[src/rtl/fl_pkg.sv]
package fl_pkg;

    typedef enum logic [1:0] {
        FL_OP_RAISE     = 2'd0,
        FL_OP_CLEAR     = 2'd1,
        FL_OP_CLEAR_ALL = 2'd2,
        FL_OP_QUERY     = 2'd3
    } fl_op_t;

    typedef enum logic [1:0] {
        FL_ST_NONE    = 2'd0,
        FL_ST_CHANGED = 2'd1,
        FL_ST_REJECT  = 2'd2
    } fl_status_t;

    localparam int unsigned FL_ID_W    = 5;
    localparam int unsigned FL_CNT_W   = 5;
    localparam int unsigned FL_STAT_W  = 2;
    localparam int unsigned FL_OP_W    = 2;
    localparam int unsigned FL_IN_W    = 8;
    localparam int unsigned FL_FIXED_W = FL_STAT_W + FL_CNT_W + FL_ID_W + 4;

    typedef struct packed {
        fl_status_t           status;
        logic [FL_CNT_W-1:0]  cleared_count;
        logic [FL_ID_W-1:0]   first_fault;
        logic                 any_active;
        logic                 any_latched_active;
        logic                 id_active;
        logic                 id_latched_kind;
    } fl_result_t;

    // bits lo .. hi-1 set, within 32 bits
    function automatic logic [31:0] fl_range_mask(input int unsigned lo, input int unsigned hi);
        logic [31:0] m;
        m = '0;
        for (int i = 0; i < 32; i++) begin
            m[i] = (i >= lo) && (i < hi);
        end
        return m;
    endfunction

    // index of the lowest set bit, zero when none
    function automatic logic [FL_ID_W-1:0] fl_lowest(input logic [31:0] x);
        logic [31:0]        iso;
        logic [FL_ID_W-1:0] r;
        iso = x & (~x + 32'd1);
        r   = '0;
        for (int i = 0; i < 32; i++) begin
            if (iso[i]) begin
                r = r | FL_ID_W'(i);
            end
        end
        return r;
    endfunction

    function automatic logic [5:0] fl_popcount(input logic [31:0] x);
        logic [2:0] nib [8];
        logic [5:0] s;
        for (int n = 0; n < 8; n++) begin
            nib[n] = 3'(x[4*n]) + 3'(x[4*n+1]) + 3'(x[4*n+2]) + 3'(x[4*n+3]);
        end
        s = '0;
        for (int n = 0; n < 8; n++) begin
            s = s + 6'(nib[n]);
        end
        return s;
    endfunction

endpackage

[src/rtl/fault_latch_register.sv]
// channel  | dir | tdata fields (lsb first)
// s_axis   | in  | operation[1:0], fault_id[6:2]
// m_axis   | out | status, cleared_count, active_mask, first_fault, any_active,
//          |     | any_latched_active, id_active, id_latched_kind
// one item per cycle sustained while the receiver keeps m_tready high
// input register, then update logic, then result register
// reset clears the flags, the first fault and both valid bits
// the input register advances only when the result register is free or taken
module fault_latch_register import fl_pkg::*; #(
    parameter int unsigned NUM_FAULTS          = 19,
    parameter int unsigned FIRST_SELF_CLEARING = 14,
    parameter int unsigned UNCLEARABLE_ID      = 1
) (
    input  logic                 aclk,
    input  logic                 aresetn,
    input  logic                 s_tvalid,
    output logic                 s_tready,
    // operation[1:0], fault_id[6:2], zero[7]
    input  logic [FL_IN_W-1:0]   s_tdata,
    output logic                 m_tvalid,
    input  logic                 m_tready,
    // status, cleared_count, active_mask, first_fault, any_active,
    // any_latched_active, id_active, id_latched_kind, zero pad
    output logic [((FL_FIXED_W + NUM_FAULTS + 7) / 8) * 8 - 1:0] m_tdata
);

    localparam int unsigned OUT_W = ((FL_FIXED_W + NUM_FAULTS + 7) / 8) * 8;
    localparam int unsigned PAD_W = OUT_W - FL_FIXED_W - NUM_FAULTS;

    logic                   in_valid_reg;
    fl_op_t                 op_reg;
    logic [FL_ID_W-1:0]     id_reg;
    logic [NUM_FAULTS-1:0]  flags_reg;
    logic [NUM_FAULTS-1:0]  flags_next;
    logic [FL_ID_W-1:0]     first_reg;
    logic [FL_ID_W-1:0]     first_next;
    logic                   out_valid_reg;
    logic [OUT_W-1:0]       out_data_reg;
    logic [OUT_W-1:0]       out_data_next;
    fl_result_t             result;
    logic                   advance;

    assign advance  = in_valid_reg && (!out_valid_reg || m_tready);
    assign s_tready = !in_valid_reg || advance;
    assign m_tvalid = out_valid_reg;
    assign m_tdata  = out_data_reg;

    fl_core #(
        .NUM_FAULTS          (NUM_FAULTS),
        .FIRST_SELF_CLEARING (FIRST_SELF_CLEARING),
        .UNCLEARABLE_ID      (UNCLEARABLE_ID)
    ) u_core (
        .operation  (op_reg),
        .fault_id   (id_reg),
        .flags      (flags_reg),
        .first_id   (first_reg),
        .flags_next (flags_next),
        .first_next (first_next),
        .result     (result)
    );

    assign out_data_next = {
        PAD_W'(0),
        result.id_latched_kind,
        result.id_active,
        result.any_latched_active,
        result.any_active,
        result.first_fault,
        flags_next,
        result.cleared_count,
        result.status
    };

    always_ff @(posedge aclk) begin
        if (!aresetn) begin
            in_valid_reg  <= 1'b0;
            out_valid_reg <= 1'b0;
            flags_reg     <= '0;
            first_reg     <= '0;
        end else begin
            if (s_tready) begin
                in_valid_reg <= s_tvalid;
            end
            if (advance) begin
                out_valid_reg <= 1'b1;
                flags_reg     <= flags_next;
                first_reg     <= first_next;
            end else if (m_tready) begin
                out_valid_reg <= 1'b0;
            end
        end
    end

    always_ff @(posedge aclk) begin
        if (s_tready && s_tvalid) begin
            op_reg <= fl_op_t'(s_tdata[FL_OP_W-1:0]);
            id_reg <= s_tdata[FL_OP_W +: FL_ID_W];
        end
        if (advance) begin
            out_data_reg <= out_data_next;
        end
    end

endmodule

[src/rtl/fl_core.sv]
module fl_core import fl_pkg::*; #(
    parameter int unsigned NUM_FAULTS          = 19,
    parameter int unsigned FIRST_SELF_CLEARING = 14,
    parameter int unsigned UNCLEARABLE_ID      = 1
) (
    input  fl_op_t                  operation,
    input  logic [FL_ID_W-1:0]      fault_id,
    input  logic [NUM_FAULTS-1:0]   flags,
    input  logic [FL_ID_W-1:0]      first_id,
    output logic [NUM_FAULTS-1:0]   flags_next,
    output logic [FL_ID_W-1:0]      first_next,
    output fl_result_t              result
);

    localparam logic [31:0] VALID_32   = fl_range_mask(1, NUM_FAULTS);
    localparam logic [31:0] LATCHED_32 = fl_range_mask(1, FIRST_SELF_CLEARING) & VALID_32;
    localparam logic [31:0] UNCLR_32   = fl_range_mask(UNCLEARABLE_ID, UNCLEARABLE_ID + 1);
    localparam logic [NUM_FAULTS-1:0] LATCHED_MASK = LATCHED_32[NUM_FAULTS-1:0];
    localparam logic [NUM_FAULTS-1:0] CLR_ALL_MASK =
        LATCHED_32[NUM_FAULTS-1:0] & ~UNCLR_32[NUM_FAULTS-1:0];

    logic                    id_ok;
    logic [NUM_FAULTS-1:0]   id_bit;
    logic [NUM_FAULTS-1:0]   after_one;
    logic [NUM_FAULTS-1:0]   after_all;
    logic [NUM_FAULTS-1:0]   removed;
    logic [FL_ID_W-1:0]      low_one;
    logic [FL_ID_W-1:0]      low_all;
    logic [FL_CNT_W-1:0]     rm_count;
    fl_status_t              status;
    logic [FL_CNT_W-1:0]     count;

    assign id_ok     = (fault_id != '0) && ({1'b0, fault_id} < 6'(NUM_FAULTS));
    assign id_bit    = id_ok ? (NUM_FAULTS'(1) << fault_id) : '0;
    assign after_one = flags & ~id_bit;
    assign removed   = flags & CLR_ALL_MASK;
    assign after_all = flags & ~removed;
    assign low_one   = fl_lowest(32'(after_one));
    assign low_all   = fl_lowest(32'(after_all));
    assign rm_count  = FL_CNT_W'(fl_popcount(32'(removed)));

    always_comb begin
        flags_next = flags;
        first_next = first_id;
        status     = FL_ST_NONE;
        count      = '0;
        unique case (operation)
            FL_OP_RAISE: begin
                if (!id_ok) begin
                    status = FL_ST_REJECT;
                end else if ((flags & id_bit) == '0) begin
                    flags_next = flags | id_bit;
                    if (first_id == '0) begin
                        first_next = fault_id;
                    end
                    status = FL_ST_CHANGED;
                end
            end
            FL_OP_CLEAR: begin
                if (!id_ok || ({1'b0, fault_id} == 6'(UNCLEARABLE_ID))) begin
                    status = FL_ST_REJECT;
                end else if ((flags & id_bit) != '0) begin
                    flags_next = after_one;
                    if (first_id == fault_id) begin
                        first_next = low_one;
                    end
                    status = FL_ST_CHANGED;
                end
            end
            FL_OP_CLEAR_ALL: begin
                flags_next = after_all;
                first_next = low_all;
                count      = rm_count;
                if ((rm_count != '0) || (low_all != first_id)) begin
                    status = FL_ST_CHANGED;
                end
            end
            FL_OP_QUERY: begin
                status = FL_ST_NONE;
            end
        endcase
    end

    always_comb begin
        result.status             = status;
        result.cleared_count      = count;
        result.first_fault        = first_next;
        result.any_active         = |flags_next;
        result.any_latched_active = |(flags_next & LATCHED_MASK);
        result.id_active          = |(flags_next & id_bit);
        result.id_latched_kind    = id_ok && ({1'b0, fault_id} < 6'(FIRST_SELF_CLEARING));
    end

endmodule

[config.mk]
export PLATFORM = sky130hd
export DESIGN_NAME = fault_latch_register
export DESIGN_NICKNAME = d
export VERILOG_FILES = /design/src/rtl/fl_pkg.sv /design/src/rtl/fault_latch_register.sv /design/src/rtl/fl_core.sv
export SDC_FILE = /design/constraint.sdc
export NUM_CORES = 1
export LEC_CHECK = 0
export BUFFER_PORTS_ARGS = -buffer_cell sky130_fd_sc_hd__buf_2
export CORE_AREA = 2 2 136 85
export DETAILED_ROUTE_END_ITERATION = 10
export DIE_AREA = 0 0 138 87
export PLACE_DENSITY = 0.67
export SLEW_MARGIN = 10
export SYNTH_ARGS = -nofsm -noshare
export SYNTH_HDL_FRONTEND = slang
export SYNTH_SLANG_ARGS = --single-unit
[constraint.sdc]
create_clock -name aclk -period 6.1 [get_ports aclk]
set_input_delay 0.915 -clock aclk [delete_from_list [all_inputs] [get_ports aclk]]
set_output_delay 0.915 -clock aclk [all_outputs]
set_load 0.01 [all_outputs]
Word-level counts from Yosys, hierarchy flattened
Cells that the tools add are included.
{ "word_totals": {"reg_bits": 68, "out_inout_bits": 42, "elab_cells": 181, "inputBits": 12} }
{ "classes": {"n_mux": 117, "n_eq_ne": 9, "n_lt_le_gt_ge": 2, "shifts": 1, "n_reduce_logical": 20, "add_sub_neg": 13, "n_bitwise": 11} }
{ "op_table": {"columns": ["op", "count"], "rows": [
  ["$mux W5", 52],
  ["$mux W19", 13],
  ["$and A19 B19 Y19", 4],
  ["$add A32 B1 Y32 const B", 2],
  ["$and A19 B32 Y32", 2],
  ["$mux W4", 16],
  ["$not A19 Y32", 2],
  ["$pmux W19 S3", 1],
  ["$reduce_or A19 Y1", 2],
  ["$mux W2", 13],
  ["$mux W3", 8],
  ["$logic_not A19 Y1", 1],
  ["$not A14 Y19", 1],
  ["$not A19 Y19", 1],
  ["$or A19 B19 Y19", 1],
  ["$reduce_bool A19 Y1", 1],
  ["$shl A1 B5 Y19 const A", 1],
  ["$pmux W5 S3", 1],
  ["$reduce_or A13 Y1", 1],
  ["$add A3 B1 Y3", 4],
  ["$mux W1", 12],
  ["$add A5 B3 Y5", 2],
  ["$reduce_bool A5 Y1", 2],
  ["$add A1 B1 Y2", 4],
  ["16 further kinds", 26]
]} }

Depth between registers and ports, before layout
{ "depth": {"word_depth": 51, "mapped_depth": 17, "ltp_nobuf": 17} }

Hierarchy
From an unflattened synthesis, not the netlist that was laid out.
{ "unflattened": {"hier_cells": 556, "hier_area_um2": 4927.2} }
{ "modules_own_cells": {"columns": ["mod", "cells_each", "instances", "area_each_um2"], "rows": [
  ["fl_core", 394, 1, 2556.2],
  ["fault_latch_register", 162, 1, 2371.0]
]} }

Worst setup path after synthesis
No wires, ideal clock.
{ "synth_timing": {"kind": "register -> register", "from": "reg flags_reg[4]", "to": "reg out_data_reg[0], in the netlist m_tdata[0], data pin", "synth_period_minus_slack_ns": 3.978, "n_path_buf": 0, "t_arrival_ns": 3.716, "setup_slack_ns": 2.122, "path_stages_with_launch": 18, "setup_time_ns": 0.262, "cell_sequence": "dfxtp_1 > ha_1 > inv_1 > fa_1 > inv_1 > ha_1 > inv_1 > fa_1 > inv_1 > fa_1 > ha_1 > inv_1 > fa_1 > xnor2_1 > a2111oi_0 > nand4_1 > o21ai_0 > nand3_1"} }
{ "synth_lines": {"columns": ["element", "line", "text"], "rows": [
  ["start: declaration", "fault_latch_register.sv:33", "logic [NUM_FAULTS-1:0] flags_reg;"],
  ["start signal: assignment", "fault_latch_register.sv:86", "flags_reg <= flags_next;"],
  ["end signal: assignment", "fault_latch_register.sv:100", "out_data_reg <= out_data_next;"],
  ["end: declaration", "fault_latch_register.sv:38", "logic [OUT_W-1:0] out_data_reg;"]
]} }

==> key figures <==
Run status
  – Outcome: finished clean

STA
  – Max-slew violations: 0
  – Worst Clk Skew: 0.00437 ns
  – Slew @ Worst Pin: 1.01 ns
  – Final worst slack: 1.57 ns
  – Setup repair after global routing missed its margin: false
  – Final Hold Fails: 0
  – Post-layout minimum cycle time: 4.53 ns
  – WHS: between 0.5 and 0.6 ns
  – Setup Viol. Count Final: 0
  – Period utilisation layout: between 70% and 80%
  – Maximum clock frequency: 221 MHz
  – Slew margin rel.: between 30% and 40%
  – Fin Setup TNS: 0 ns

Floorplanning
  – Die Y: 87 microns
  – DIE AREA: 12000 sq um
  – Std-Cell Rows: 30
  – # IOs: 54
  – Initial Util: between 40% and 50%
  – Core area: 10900 sq um
  – Die Wd: 138 microns

Power and ir drop
  – Pwr Density: 241 nW/um^2
  – Pleak: ~2.0 nW
  – Maximum vdd drop: about 0.13 mV
  – Total Power: 1.26 mW

Layout
  – Ratio of cells with drive above 1 in the final layout: between 10 and 15%
  – Cell area after layout: 5260 sq um
  – Multi-input logic area: 2600 sq um
  – Util after Layout: 48.3%
  – Register Area: 1780 sq um
  – Final std cells w/o fill: about 720
  – Area Overhead vs Synth: 10.8%
  – # diodes: 0
  – Final Net Count: 597
  – Fill cells: around 1100
  – Max FFs per register: 35

Yosys
  – Async set-reset flop share out of synthesis: 0%
  – Ys flop type: edfxtp_1
  – Dominant cell type by area after synthesis: edfxtp_1
  – Syn Inst Count: 549
  – Top cell type's share of synthesized area: 26.6%
  – #FFs+latches synth: 68
  – Sequential area share after synthesis: between 30 and 40%
  – Syn Area/Cell: 8.64 sq um
  – EDFF count, synth: 42
  – Yosys cell types: 78
  – Top-count cell post-synth: nor2_1
  – Synth Cell Area: 4750 sq um
  – Synth warn: 0
  – Top cells by area, synth: edfxtp_1, dfxtp_1, a21oi_1
  – Post-synth top cells: nor2_1, a21oi_1, edfxtp_1

Setup path
  – Reg2Reg Launch Point: flags_reg[5]
  – Critical Path Sink Type: flip-flop
  – Worst Path Max Fanout: 5
  – CP startpoint kind: flip-flop
  – Worst setup path end: m_tdata[0]
  – Reg2reg end: m_tdata[0]
  – Critical Path AT: 4.59 ns
  – Worst Reg-to-Reg Cells: 17
  – Critical setup path kind: flip-flop to flip-flop
  – Critical path origin: flags_reg[5]
  – Flop2flop setup slack: ~1.6 ns
  – Worst Path Required: 6.16 ns

GRT
  – Vias in the first global route: 3970
  – Largest net degree at the start of global routing: 42
  – First-pass GRT wire length: approximately 23000 microns
  – GR Overflow Total: 0
  – Initial antenna violation count: 0
  – GRT Util Overall: roughly 25%

Route
  – Iteration-0 DRC Markers: 553
  – Routed wire length: 14700 microns
  – DRC Markers: 0
  – Wire per inst: ~20 microns
  – First drt pass iteration count: 6
  – Via/cell ratio: 6.22
  – Routed Antenna Nets: 0
  – Vias: 4455

Place
  – Placed cells: 700
  – Setup WS pre-CTS: between 1.5 and 2 ns
  – Placed cell areas: a little under 5000 sq um
  – Hpwl dp: around 11000 microns
  – Port bufs: 47
  – RePlAce Congestion: 0.961

Clock tree
  – Postcts setup bufs: 0
  – H-tree depth: 3
  – CTS root buf: clkbuf_16
  – Post-cts gate resize count: 0
  – CTS tree: yes
  – Clock Path Buffers: 2
  – TritonCTS buffer count: 9
  – Clock Sinks: 68
  – Clk pin slew, worst setup/hold paths: 0.05 ns
  – Clk_lat worst skew: 0.34 ns
  – Hold_buf cts: 0

Job
  – Max Cap Violations: 0

Min path
  – Hold Crit Start: flags_reg[10]
  – HP Class: flip-flop to flip-flop
==> power by group <==
group	internal, mW	switching [mW]
Sequential	0.513	0.0280
Combinational	0.0724	0.133
Clock	0.327	0.190
==> area by class of cell <==
type	count	area share (%)
tap	144	3.43
timing repair buffer	53	5.33
multi-input combinational	402	49.5
clock buffer	14	4.83
clock inverter	2	0.667
inverter	33	2.36
sequential	68	33.9
==> logic make-up (layout without fill, tap and decap cells) <==
family	Yosys count	count (layout)	synth area share [%]
buffers and inverters	83	102	7.96
other	1	5	0.0790
adder cells (fa/ha/maj)	18	18	5.69
AND/OR/NAND/NOR	199	199	22.0
multiplexers	8	8	1.74
XOR/XNOR	10	10	1.85
AO/OA/AOI/OAI	162	162	23.1
flip-flops	68	68	37.5
==> layout by cell type (no fill, tap or decap), types with 11 or more instances in the layout <==
| cell type | n |
|---|---|
| nor2_1 | 56 |
| buf_2 | 47 |
| a21oi_1 | 44 |
| edfxtp_1 | 42 |
| nand2_1 | 40 |
| inv_1 | 32 |
| dfxtp_1 | 26 |
| o21ai_0 | 23 |
| nor3_1 | 18 |
| nand3_1 | 18 |
| a211oi_1 | 12 |
| ha_1 | 12 |
| nand2b_1 | 11 |
==> worst min-delay path by stage <==
stage / endpoint / slack [ns] / depth (start not counted)
after floorplan: m_tvalid / 0.49 / 2
after detailed placement: flags_reg[10] / 0.51 / 2
after global routing: flags_reg[10] / 0.55 / 2
final: flags_reg[10] / 0.51 / 2
after global placement: m_tvalid / 0.51 / 2
after CTS: flags_reg[10] / 0.52 / 2
==> critical path, cell delays in order (launching register included) <==
cell	delay, ns
dfxtp_1	0.46
ha_1	0.28
inv_1	0.07
fa_1	0.40
inv_1	0.07
ha_1	0.16
inv_1	0.06
fa_1	0.48
inv_1	0.06
fa_1	0.53
ha_1	0.17
inv_1	0.07
fa_1	0.38
xnor2_1	0.14
a2111oi_0	0.47
nand4_1	0.15
o21ai_0	0.21
nand3_1	0.12
==> metal layers <==
layer | wire length [microns] | track usage (%) | vias up
li1 | - | - | 2054
met1 | 6730 | 36.2 | 2119
met2 | 5990 | 34.6 | 264
met3 | 1880 | 10.7 | 18
met4 | 134 | 5.01 | 0
met5 | 0 | 2.83 | -
(Power assumes the default switching activity.)
